<file path="config.mk">
export PLATFORM = sky130hd
export DESIGN_NAME = fat_chain_block_allocator
export DESIGN_NICKNAME = d
export VERILOG_FILES = /design/src/hw/rtl/fcba_pkg.sv /design/src/hw/rtl/fat_chain_block_allocator.sv
export SDC_FILE = /design/constraint.sdc
export NUM_CORES = 2
export LEC_CHECK = 0
export BUFFER_PORTS_ARGS = -buffer_cell sky130_fd_sc_hd__buf_2
export CORE_MARGIN = 2
export CORE_UTILIZATION = 49
export CTS_BUF_LIST = sky130_fd_sc_hd__clkbuf_8 sky130_fd_sc_hd__clkbuf_16
export CTS_CLUSTER_SIZE = 30
export DETAILED_ROUTE_END_ITERATION = 6
export HOLD_SLACK_MARGIN = 0.05
export PLACE_DENSITY = 0.64
export REMOVE_ABC_BUFFERS = 1
export SLEW_MARGIN = 20
export SYNTH_ARGS = -nofsm -noshare
export SYNTH_HDL_FRONTEND = slang
export SYNTH_SLANG_ARGS = --single-unit
export TNS_END_PERCENT = 10
</file>
<file path="constraint.sdc">
create_clock -name clk -period 13.6 [get_ports clk]
set_input_delay 0.68 -clock clk [delete_from_list [all_inputs] [get_ports clk]]
set_output_delay 0.68 -clock clk [all_outputs]
set_load 0.01 [all_outputs]
</file>
<file path="src/hw/rtl/fcba_pkg.sv">
// package: constants, codes and types for the chained block allocator
package fcba_pkg;

  localparam int NumBlocks      = 256;
  localparam int DirEntries     = 16;
  localparam int ReservedBlocks = 13;
  localparam int BlkW           = 8;
  localparam int SlotW          = 4;
  localparam int CntW           = 9;

  typedef logic [BlkW-1:0]  blk_t;
  typedef logic [SlotW-1:0] slot_t;

  typedef enum logic [2:0] {
    REQ_CREATE = 3'd0,
    REQ_REMOVE = 3'd1,
    REQ_APPEND = 3'd2,
    REQ_DELETE = 3'd3,
    REQ_NEXT   = 3'd4,
    REQ_FIRST  = 3'd5
  } req_t;

  typedef enum logic [2:0] {
    ST_OK          = 3'd0,
    ST_EXISTS      = 3'd1,
    ST_NOT_FOUND   = 3'd2,
    ST_DIR_FULL    = 3'd3,
    ST_NOT_EMPTY   = 3'd4,
    ST_DISK_FULL   = 3'd5,
    ST_NOT_IN_FILE = 3'd6
  } status_t;

  typedef enum logic [3:0] {
    S_INIT,      // formatting sweep of the table
    S_IDLE,
    S_WALK,      // walk chain, one table read per cycle
    S_APP_HEAD,  // free head link read in flight
    S_APP_FIX,   // write links for append
    S_DEL_NEXT,  // write victim's successor into predecessor link
    S_DEL_FREE,  // link victim block to the old free head
    S_DEL_FIX,
    S_OUT
  } state_t;

  // formatted contents of one table entry
  function automatic blk_t fmt_entry(input logic [CntW-1:0] i);
    blk_t v;
    v = '0;
    if (i == '0) v = blk_t'(ReservedBlocks);
    else if (i >= CntW'(ReservedBlocks) && i < CntW'(NumBlocks - 1)) v = blk_t'(i + 1'b1);
    return v;
  endfunction

endpackage

</file>
<file path="src/hw/rtl/fat_chain_block_allocator.sv">
// top level: directory plus allocation table with chain walking sequencer
// operation: create/remove/first are decided at accept and registered for output;
//   append pops the free head and walks to the end of the file's chain, next walks
//   to the block, delete walks to the block and then rewrites links, all through the
//   single-port table memory; one beat at a time
// reset: directory valid bits clear at once; a formatting sweep then writes
//   every table entry in turn, during which in_tready stays low
module fat_chain_block_allocator (
  input  logic        clk,
  input  logic        rst_n,
  input  logic        in_tvalid,
  output logic        in_tready,
  input  logic [79:0] in_tdata,   // req_type[2:0], file_name[66:3], block_num[74:67]
  output logic        out_tvalid,
  input  logic        out_tready,
  output logic [15:0] out_tdata   // status[2:0], block_out[10:3]
);

  // table memory
  fcba_pkg::blk_t tab_mem [fcba_pkg::NumBlocks];
  fcba_pkg::blk_t tab_rd_r;
  logic           tab_we;
  fcba_pkg::blk_t tab_addr, tab_wd;

  always_ff @(posedge clk) begin
    if (tab_we) tab_mem[tab_addr] <= tab_wd;
    tab_rd_r <= tab_mem[tab_addr];
  end

  // directory
  logic [63:0]    dir_name_r  [fcba_pkg::DirEntries];
  logic [fcba_pkg::DirEntries-1:0] dir_valid_r;
  fcba_pkg::blk_t dir_first_r [fcba_pkg::DirEntries];

  fcba_pkg::state_t state_r, state_nxt;
  logic [fcba_pkg::CntW-1:0] cnt_r, cnt_nxt;
  logic [2:0]     req_r;
  fcba_pkg::blk_t blk_r;
  fcba_pkg::slot_t slot_r;
  fcba_pkg::blk_t cur_r, cur_nxt, prev_r, prev_nxt, nb_r, nb_nxt, aux_r, aux_nxt;
  logic [2:0]     st_r, st_nxt;
  fcba_pkg::blk_t bo_r, bo_nxt;

  // directory lookup of the incoming name
  logic [63:0]     in_name;
  logic            f_hit, f_free;
  fcba_pkg::slot_t f_slot, f_fslot;
  assign in_name = in_tdata[66:3];
  always_comb begin
    f_hit = 1'b0; f_slot = '0; f_free = 1'b0; f_fslot = '0;
    for (int i = fcba_pkg::DirEntries - 1; i >= 0; i--) begin
      if (dir_valid_r[i] && dir_name_r[i] == in_name) begin
        f_hit = 1'b1; f_slot = fcba_pkg::slot_t'(i);
      end
      if (!dir_valid_r[i]) begin
        f_free = 1'b1; f_fslot = fcba_pkg::slot_t'(i);
      end
    end
  end

  logic acc;
  assign in_tready = (state_r == fcba_pkg::S_IDLE);
  assign acc       = in_tvalid && in_tready;
  assign out_tvalid = (state_r == fcba_pkg::S_OUT);
  assign out_tdata  = {5'd0, bo_r, st_r};

  fcba_pkg::blk_t first_c;
  assign first_c = dir_first_r[slot_r];

  // status for requests finished at accept
  logic [2:0] st_fast;
  always_comb begin
    st_fast = fcba_pkg::ST_NOT_FOUND;
    case (in_tdata[2:0])
      fcba_pkg::REQ_CREATE: st_fast = f_hit ? fcba_pkg::ST_EXISTS :
                                      (f_free ? fcba_pkg::ST_OK : fcba_pkg::ST_DIR_FULL);
      fcba_pkg::REQ_REMOVE: if (f_hit) st_fast = (dir_first_r[f_slot] != '0) ?
                                      fcba_pkg::ST_NOT_EMPTY : fcba_pkg::ST_OK;
      fcba_pkg::REQ_FIRST:  if (f_hit) st_fast = fcba_pkg::ST_OK;
      default: ;
    endcase
  end

  // sequencer
  always_comb begin
    state_nxt = state_r; cnt_nxt = cnt_r;
    cur_nxt = cur_r; prev_nxt = prev_r; nb_nxt = nb_r; aux_nxt = aux_r;
    st_nxt = st_r; bo_nxt = bo_r;
    tab_we = 1'b0; tab_addr = '0; tab_wd = '0;
    unique case (state_r)
      fcba_pkg::S_INIT: begin
        tab_we = 1'b1; tab_addr = cnt_r[fcba_pkg::BlkW-1:0];
        tab_wd = fcba_pkg::fmt_entry(cnt_r);
        cnt_nxt = cnt_r + 1'b1;
        if (cnt_r == fcba_pkg::CntW'(fcba_pkg::NumBlocks - 1))
          state_nxt = fcba_pkg::S_IDLE;
      end
      fcba_pkg::S_IDLE: begin
        if (acc) begin
          st_nxt = st_fast;
          bo_nxt = (f_hit && in_tdata[2:0] == fcba_pkg::REQ_FIRST) ? dir_first_r[f_slot] : '0;
          cur_nxt = dir_first_r[f_slot]; prev_nxt = '0;
          cnt_nxt = '0;
          state_nxt = fcba_pkg::S_OUT;
          if (f_hit) begin
            case (in_tdata[2:0])
              fcba_pkg::REQ_APPEND: state_nxt = fcba_pkg::S_APP_HEAD;
              fcba_pkg::REQ_DELETE, fcba_pkg::REQ_NEXT: begin
                state_nxt = fcba_pkg::S_WALK;
              end
              default: ;
            endcase
          end
          // address for first walk or free head
          tab_addr = (in_tdata[2:0] == fcba_pkg::REQ_APPEND) ? '0 : dir_first_r[f_slot];
        end
      end
      fcba_pkg::S_APP_HEAD: begin
        // tab_rd_r holds free head; fetch its link
        nb_nxt = tab_rd_r; tab_addr = tab_rd_r;
        if (tab_rd_r == '0) begin
          st_nxt = fcba_pkg::ST_DISK_FULL; state_nxt = fcba_pkg::S_OUT;
        end else begin
          state_nxt = fcba_pkg::S_APP_FIX; cnt_nxt = '0;
        end
      end
      fcba_pkg::S_APP_FIX: begin
        // cnt 0: pop free list, 1: clear nb link, then walk to chain end
        if (cnt_r == '0) begin
          tab_we = 1'b1; tab_addr = '0; tab_wd = tab_rd_r; cnt_nxt = 9'd1;
        end else if (cnt_r == 9'd1) begin
          tab_we = 1'b1; tab_addr = nb_r; tab_wd = '0; cnt_nxt = 9'd2;
          st_nxt = fcba_pkg::ST_OK; bo_nxt = nb_r;
          if (first_c == '0) state_nxt = fcba_pkg::S_OUT;
          cur_nxt = first_c;
        end else if (cnt_r == 9'd2) begin
          tab_addr = cur_r; cnt_nxt = 9'd3;
        end else begin
          if (tab_rd_r == '0) begin
            tab_we = 1'b1; tab_addr = cur_r; tab_wd = nb_r;
            state_nxt = fcba_pkg::S_OUT;
          end else begin
            cur_nxt = tab_rd_r; tab_addr = tab_rd_r;
          end
        end
      end
      fcba_pkg::S_WALK: begin
        // cur_r was issued last cycle; tab_rd_r is its link
        if (cur_r == '0 || cnt_r == fcba_pkg::CntW'(fcba_pkg::NumBlocks)) begin
          st_nxt = fcba_pkg::ST_NOT_IN_FILE; state_nxt = fcba_pkg::S_OUT;
        end else if (cur_r == blk_r) begin
          aux_nxt = tab_rd_r;
          if (req_r == fcba_pkg::REQ_NEXT) begin
            st_nxt = fcba_pkg::ST_OK; bo_nxt = tab_rd_r; state_nxt = fcba_pkg::S_OUT;
          end else begin
            tab_addr = '0; state_nxt = fcba_pkg::S_DEL_FREE;
          end
        end else begin
          prev_nxt = cur_r; cur_nxt = tab_rd_r; tab_addr = tab_rd_r;
          cnt_nxt = cnt_r + 1'b1;
        end
      end
      fcba_pkg::S_DEL_FREE: begin
        // victim links to old free head; push and unlink follow
        tab_we = 1'b1; tab_addr = blk_r; tab_wd = tab_rd_r;
        state_nxt = fcba_pkg::S_DEL_FIX;
      end
      fcba_pkg::S_DEL_FIX: begin
        tab_we = 1'b1; tab_addr = '0; tab_wd = blk_r;
        if (prev_r != '0) state_nxt = fcba_pkg::S_DEL_NEXT;
        else state_nxt = fcba_pkg::S_OUT;
        st_nxt = fcba_pkg::ST_OK;
      end
      fcba_pkg::S_DEL_NEXT: begin
        tab_we = 1'b1; tab_addr = prev_r; tab_wd = aux_r;
        state_nxt = fcba_pkg::S_OUT;
      end
      fcba_pkg::S_OUT: begin
        if (out_tready) state_nxt = fcba_pkg::S_IDLE;
      end
      default: state_nxt = fcba_pkg::S_IDLE;
    endcase
  end

  // control registers
  always_ff @(posedge clk) begin
    if (!rst_n) begin
      state_r <= fcba_pkg::S_INIT;
      cnt_r   <= '0;
    end else begin
      state_r <= state_nxt;
      cnt_r   <= cnt_nxt;
    end
  end

  // payload registers
  always_ff @(posedge clk) begin
    cur_r <= cur_nxt; prev_r <= prev_nxt; nb_r <= nb_nxt; aux_r <= aux_nxt;
    st_r <= st_nxt; bo_r <= bo_nxt;
    if (acc) begin
      req_r  <= in_tdata[2:0];
      blk_r  <= in_tdata[74:67];
      slot_r <= f_slot;
    end
  end

  // directory updates
  always_ff @(posedge clk) begin
    if (!rst_n) begin
      dir_valid_r <= '0;
      for (int i = 0; i < fcba_pkg::DirEntries; i++) dir_first_r[i] <= '0;
    end else begin
      if (acc) begin
        unique case (in_tdata[2:0])
          fcba_pkg::REQ_CREATE: begin
            if (!f_hit && f_free) begin
              dir_valid_r[f_fslot] <= 1'b1;
              dir_name_r[f_fslot]  <= in_name;
              dir_first_r[f_fslot] <= '0;
            end
          end
          fcba_pkg::REQ_REMOVE: begin
            if (f_hit && dir_first_r[f_slot] == '0) dir_valid_r[f_slot] <= 1'b0;
          end
          default: ;
        endcase
      end
      if (state_r == fcba_pkg::S_APP_FIX && cnt_r == 9'd1 && first_c == '0)
        dir_first_r[slot_r] <= nb_r;
      if (state_r == fcba_pkg::S_DEL_FIX && prev_r == '0)
        dir_first_r[slot_r] <= aux_r;
    end
  end

  // assertions
  a_no_out_in_init: assert property (@(posedge clk) disable iff (!rst_n)
    state_r == fcba_pkg::S_INIT |-> !out_tvalid) else $error("out during init");
  a_ready_excl: assert property (@(posedge clk) disable iff (!rst_n)
    !(in_tready && out_tvalid)) else $error("ready with pending result");
  a_out_hold: assert property (@(posedge clk) disable iff (!rst_n)
    out_tvalid && !out_tready |=> out_tvalid && $stable(out_tdata)) else $error("out drop");
  a_walk_bound: assert property (@(posedge clk) disable iff (!rst_n)
    state_r == fcba_pkg::S_WALK |-> cnt_r <= fcba_pkg::CntW'(fcba_pkg::NumBlocks))
    else $error("walk overrun");

endmodule
</file>
* Word level (Yosys, flattened, before mapping) *
Memory sizes are Yosys's and may differ from the RTL's. A register that Yosys moved wholly into a read port is not among the register bits.
Cells that the tools add are included.

word-level totals
  memory bits (writable) = 3200
  logic and storage cells = 306
  output and inout port bits = 18
  register bits after elaboration = 87
  memories kept = 3

cells by class
  bitwise operators = 5
  equal/unequal tests = 54
  multiplexer cells = 170
  reduce and logical (&&, ||, !) cells = 55
  magnitude comparators = 6
  add/sub/neg operators = 1

memories
  name         depth  bits a word  read ports  clocked after memory_dff  write ports  line                             text
  tab_mem      256    8            1           1                         1            fat_chain_block_allocator.sv:20  fcba_pkg::blk_t tab_mem [fcba_pkg::NumBlocks];
  dir_name_r   16     64           16          0                         1            fat_chain_block_allocator.sv:31  logic [63:0] dir_name_r [fcba_pkg::DirEntries];
  dir_first_r  16     8            2           1                         16           fat_chain_block_allocator.sv:33  fcba_pkg::blk_t dir_first_r [fcba_pkg::DirEntries];

operators with widths
  cell                number
  $eq 64x64->1        16
  $mux 8              32
  $mux 4              49
  $mux 9              7
  $pmux 8 s7          1
  $mux 1              54
  $pmux 8 s3          2
  $pmux 9 s5          1
  $logic_not 8->1     5
  $pmux 8 s5          1
  $pmux 4 s9          1
  $mux 16             2
  $pmux 16 s2         1
  $mux 3              9
  $logic_and 1x1->1   26
  $ne 2x2->1 const B  11
  $and 16x16->16      1
  $eq 4x3->1 const B  4
  $not 16->16         1
  $or 16x16->16       1
  $pmux 8 s2          1
  $reduce_bool 8->1   2
  $reduce_or 8->1     2
  $ne 3x3->1 const B  5
  other kinds (42)    56

* Depth between registers and ports, before layout *
An unclocked memory read counts as a cell.

  depth in word-level cells = 29
  depth in mapped cells = 28
  depth with buffers taken out = 18

* Worst setup path before layout *
OpenSTA, ideal clock, no wires.

  kind = register -> register
  start point = register state_r[1]
  end point = memory tab_mem[0][7] (netlist bit) (data pin)
  cell stages (with the launch flop) = 6
  buffers on the path = 2
  slack = 3.948 ns
  required time = 12.069 ns
  clock period less this slack = 9.652 ns
  arrival = 8.121 ns
  cell sequence = dfxtp_1 > clkbuf_1 > nor4_1 > clkbuf_1 > nand3_1 > o211ai_1

between the ends
  cells in the longest elaborated chain, start to end = 2
  elaborated cells on any way between the ends = 6
  those cells by class = eq/ne (4); mux (1); reduce/logical (1)

RTL lines
  element                                               line                              text
  start, declared                                       fat_chain_block_allocator.sv:35   fcba_pkg::state_t state_r, state_nxt;
  start signal, assigned                                fat_chain_block_allocator.sv:188  state_r <= fcba_pkg::S_INIT;
  start signal, assigned                                fat_chain_block_allocator.sv:191  state_r <= state_nxt;
  $eq 4x3->1 / $logic_not 4->1 (equally long branches)  fat_chain_block_allocator.sv:90   unique case (state_r)
  $pmux 8 s5 (*)                                        fat_chain_block_allocator.sv:90
  net tab_wd[7]                                         fat_chain_block_allocator.sv:23   fcba_pkg::blk_t tab_addr, tab_wd;
  end, declared                                         fat_chain_block_allocator.sv:20

The timed path passes the listed nets; every way through them passes the cells marked *.

* Worst setup path in the final report *
  start point = input port in_tdata[36]
  end point = memory tab_mem[219][3] (netlist bit) (enable)

between the ends
  cells in the longest elaborated chain, start to end = 22
  elaborated cells on any way between the ends = 52
  those cells by class = eq/ne (16); mux (19); reduce/logical (16); memory (1)

RTL lines
  element               line                              text
  start, declared       fat_chain_block_allocator.sv:13   input logic [79:0] in_tdata,
  $eq 64x64->1          fat_chain_block_allocator.sv:52   if (dir_valid_r[i] && dir_name_r[i] == in_name) begin
  $logic_and 1x1->1     fat_chain_block_allocator.sv:52
  $mux 4 (15 in a row)  fat_chain_block_allocator.sv:52
  $mux 4 (*)            fat_chain_block_allocator.sv:52
  $mem_v2 16x8 (*)      n/a
  $mux 8 (*)            fat_chain_block_allocator.sv:115  tab_addr = (in_tdata[2:0] == fcba_pkg::REQ_APPEND) ? '0 : dir_first_r[f_slot];
  $mux 8 (*)            fat_chain_block_allocator.sv:99   if (acc) begin
  $pmux 8 s7 (*)        fat_chain_block_allocator.sv:90

Every way passes the cells marked *; elsewhere a longest branch is shown, timed or not.

==> results.toml <==
[power]
powerDensity_mw_per_mm2 = 149
total_power_mw = 23.2
power.leakage_nw = 51.0
irDropWorstVdd_mv = 0.111

[cts]
clk_latency_ns = 0.94
clk_pin_slew_ns = 0.06
post_cts_buffers = 0
clk_path_buf_depth = 4
cts_tree = "done"
h-tree-depth = 5
clk_root_buffer_cell = "clkbuf_16"
cts_resized = 0
cts_sinks = 3299
cts_buffers = 347

[logic_synthesis]
synth-warning-count = 0
synth_area_per_cell_um2 = 16.3
synth_flop_cell = "edfxtp_1"
ys_top_cells_by_area = "edfxtp_1, mux4_2, xnor2_1"
synth_top_area_cell = "edfxtp_1"
synthCells = 8562
yosysUniqueCellTypes = 103
synth_top_area_share = 0.700
syn_area_mm2 = 0.140
synth_common_cells = "edfxtp_1, xnor2_1, nor2_1"
yosysMostFrequentCell = "edfxtp_1"
async_flop_share = 0
ys_ff_latch = 3299
synth_edf_count = 3258
synth_seq_area_share = 0.706

[floorplan]
dieHeight_um = 538
core_mm2 = 0.284
initial_utilization = 0.491
die_x_um = 538
die-area_mm2 = 0.290
num_io_pins = 102
fp-row-count = 196

[routing]
dr_wl_met2_um = 187000
vias = 82113
drtAntennaViolNets = 0
drtPass1Iterations = 6
drt_first_iter_violations = 10989
avgRoutedWirePerCell_um = 31.9
detail_route.wirelength_um = 410000
top_layer = "met5"
drc = 0
viasPerCell = 6.39
wl_met3_um = 42000
wl_met1_um = 166000

[worst_hold_path]
whs_path_depth = 3
hp-start = "out_tready"
hold_end = "state_r[3]$_SDFFE_PN0P_"
min_path_type = "primary input to register"

[worst_setup_path]
cp_slowest_stage_delay_ns = 1.09
reg2reg_depth = 18
rrSetupSlack_ns = 4.27
crit_slowest_cell = "nor2_1"
worst_setup_path_start_kind = "primary input"
critPathArrivalTime_ns = 10.14
r2r_end = "tab_mem[219][3]$_DFFE_PP_"
required_ns = 14.16
critPathMostFrequentCell = "buf_4"
reg2reg_from = "dir_name_r[15][1]$_DFFE_PP_"
endpoint_kind = "register"
path_cells = "buf_2 -> buf_4 -> xnor2_1 -> nand4_1 -> or4b_1 -> nor4_1 -> a22oi_1 -> nor3_1 -> o311a_1 -> buf_4 -> or2_1 -> buf_4 -> nand2_1 -> a2111oi_1 -> o31a_4 -> nor2_4 -> buf_4 -> nor2_1 -> nand2_2 -> nor2_1"
critPathKind = "primary input to register"
path_max_fanout = 30

[sta]
slew_headroom = 0.192
fmax_mhz = 104
hold_violations = 0
finalSetupViolCount = 0
tightest_slew_ns = 1.20
min_period_ns = 9.58
skew_ns = 0.112
tns_ns = 0
post-route-period-util = 0.704
rsz0062_at_grt = "no"
drv_slew = 0

[job]
max_cap_violations = 0

[final_layout]
nFillCells = 22270
syn2layout_area_growth_pct = 11.7
utilization = 0.549
seqCellArea_mm2 = 0.0987
nNetsFinal = 8894
drive_gt1_frac = 0.158
multi_input_area_mm2 = 0.0387
final_cell_area_mm2 = 0.156

[global_routing]
antenna_found_initial = 18
grt_max_degree = 217
grt_pass1_vias = 80082
globalRoute.totalOverflow = 0
grt_pass1_wl_um = 583000
grtUsageTotal = 0.280

[outcome]
outcome = "complete, no violations"

[placed_design]
hpwl_um = 257000
port_buffers = 91
gp_congestion = 0.944
place_area_mm2 = 0.145
==> critical path, delay by kind of cell <==
family / cells / cell delay, ns
simple gates: 10 / 5.32
buf+inv: 5 / 1.83
compound gates: 4 / 2.02
xor+xnor: 1 / 0.19
==> layout make-up <==
class                      count  area share
clock buffer                 356      0.0571
timing repair buffer         335      0.0167
multi-input combinational   4719       0.248
clock inverter               274      0.0134
inverter                     103     0.00248
tap                         3762      0.0302
antenna                        4   0.0000641
sequential                  3299       0.632
==> power breakdown <==
part	internal [mW]	switching, mW
clock network	5.19	4.00
logic	0.791	1.65
registers	11.4	0.111
==> per-layer routing <==
metal | up-vias | GRT usage
met1 | 42517 | 0.403
met2 | 4606 | 0.429
met4 | 6 | 0.0921
li1 | 34193 | -
met3 | 791 | 0.0566
met5 | - | 0
==> layout by cell type (no fill, tap or decap), types with 91 or more instances in the layout <==
cell type / synthesis / layout
xor2_1: 275 / 275
a22oi_1: 225 / 225
inv_1: 102 / 165
buf_4: 64 / 210
nor4_1: 185 / 177
xnor2_1: 580 / 580
nand4_1: 340 / 340
edfxtp_1: 3258 / 3258
nor2_1: 553 / 536
nand3_1: 190 / 176
buf_2: 200 / 91
mux2i_1: 121 / 121
clkbuf_16: 0 / 356
nand2b_1: 315 / 315
mux4_2: 478 / 478
nand2_1: 461 / 455
a21oi_1: 158 / 157
==> registers in the layout (all words and copies together), names as in the netlist, named ones only <==
register / flops
aux_r: 8
dir_valid_r: 16
nb_r: 8
prev_r: 8
blk_r: 8
cnt_r: 9
state_r: 4
dir_first_r: 128
bo_r: 8
tab_mem: 2048
cur_r: 8
tab_rd_r: 8
req_r: 3
st_r: 3
slot_r: 4
dir_name_r: 1024
==> how the worst max path moves through the flow <==
| stage | from | to | slack, ns | cells past startpoint |
|---|---|---|---|---|
| after global placement | in_tdata[36] | tab_mem[219][6]$_DFFE_PP_ | 3.40 | 20 |
| after floorplan | in_tdata[13] | tab_mem[0][0]$_DFFE_PP_ | -22.93 | 14 |
| after global routing | in_tdata[36] | tab_mem[219][3]$_DFFE_PP_ | 3.89 | 20 |
| after detailed placement | in_tdata[26] | tab_mem[219][6]$_DFFE_PP_ | 3.39 | 19 |
| after CTS | in_tdata[26] | tab_mem[219][3]$_DFFE_PP_ | 4.37 | 19 |
| final | in_tdata[36] | tab_mem[219][3]$_DFFE_PP_ | 4.02 | 20 |
==> metrics by stage <==
step / hold slack, ns / std cells / worst slack (ns)
2_1_floorplan: 0.452 / 8121 / -22.93
3_3_place_gp: 0.482 / 12206 / 3.40
3_5_place_dp: 0.503 / 12206 / 3.39
4_1_cts: 0.0550 / 12847 / 4.37
5_1_grt: 0.0843 / 12850 / 3.89
6_report: 0.107 / 12852 / 4.02
==> repair_timing <==
action,4_1_cts,5_1_grt
setup endpoints to repair,0,0
hold endpoints to repair,11,0
hold buffers,11,0
==> cells by family (layout without fill, tap and decap cells) <==
kind of cell,after synthesis,count (layout),synth area share
and+or+nand+nor,2403,2403,0.0891
DFF,3299,3299,0.706
AOI/OAI and AO/OA,820,820,0.0422
adders and majority gates,5,5,0.000448
other,1,9,0.0000268
xor gates and xnor gates,855,855,0.0536
muxes,631,631,0.0883
buffers and inverters,548,1068,0.0205
Power figures use the tool's default switching activity.
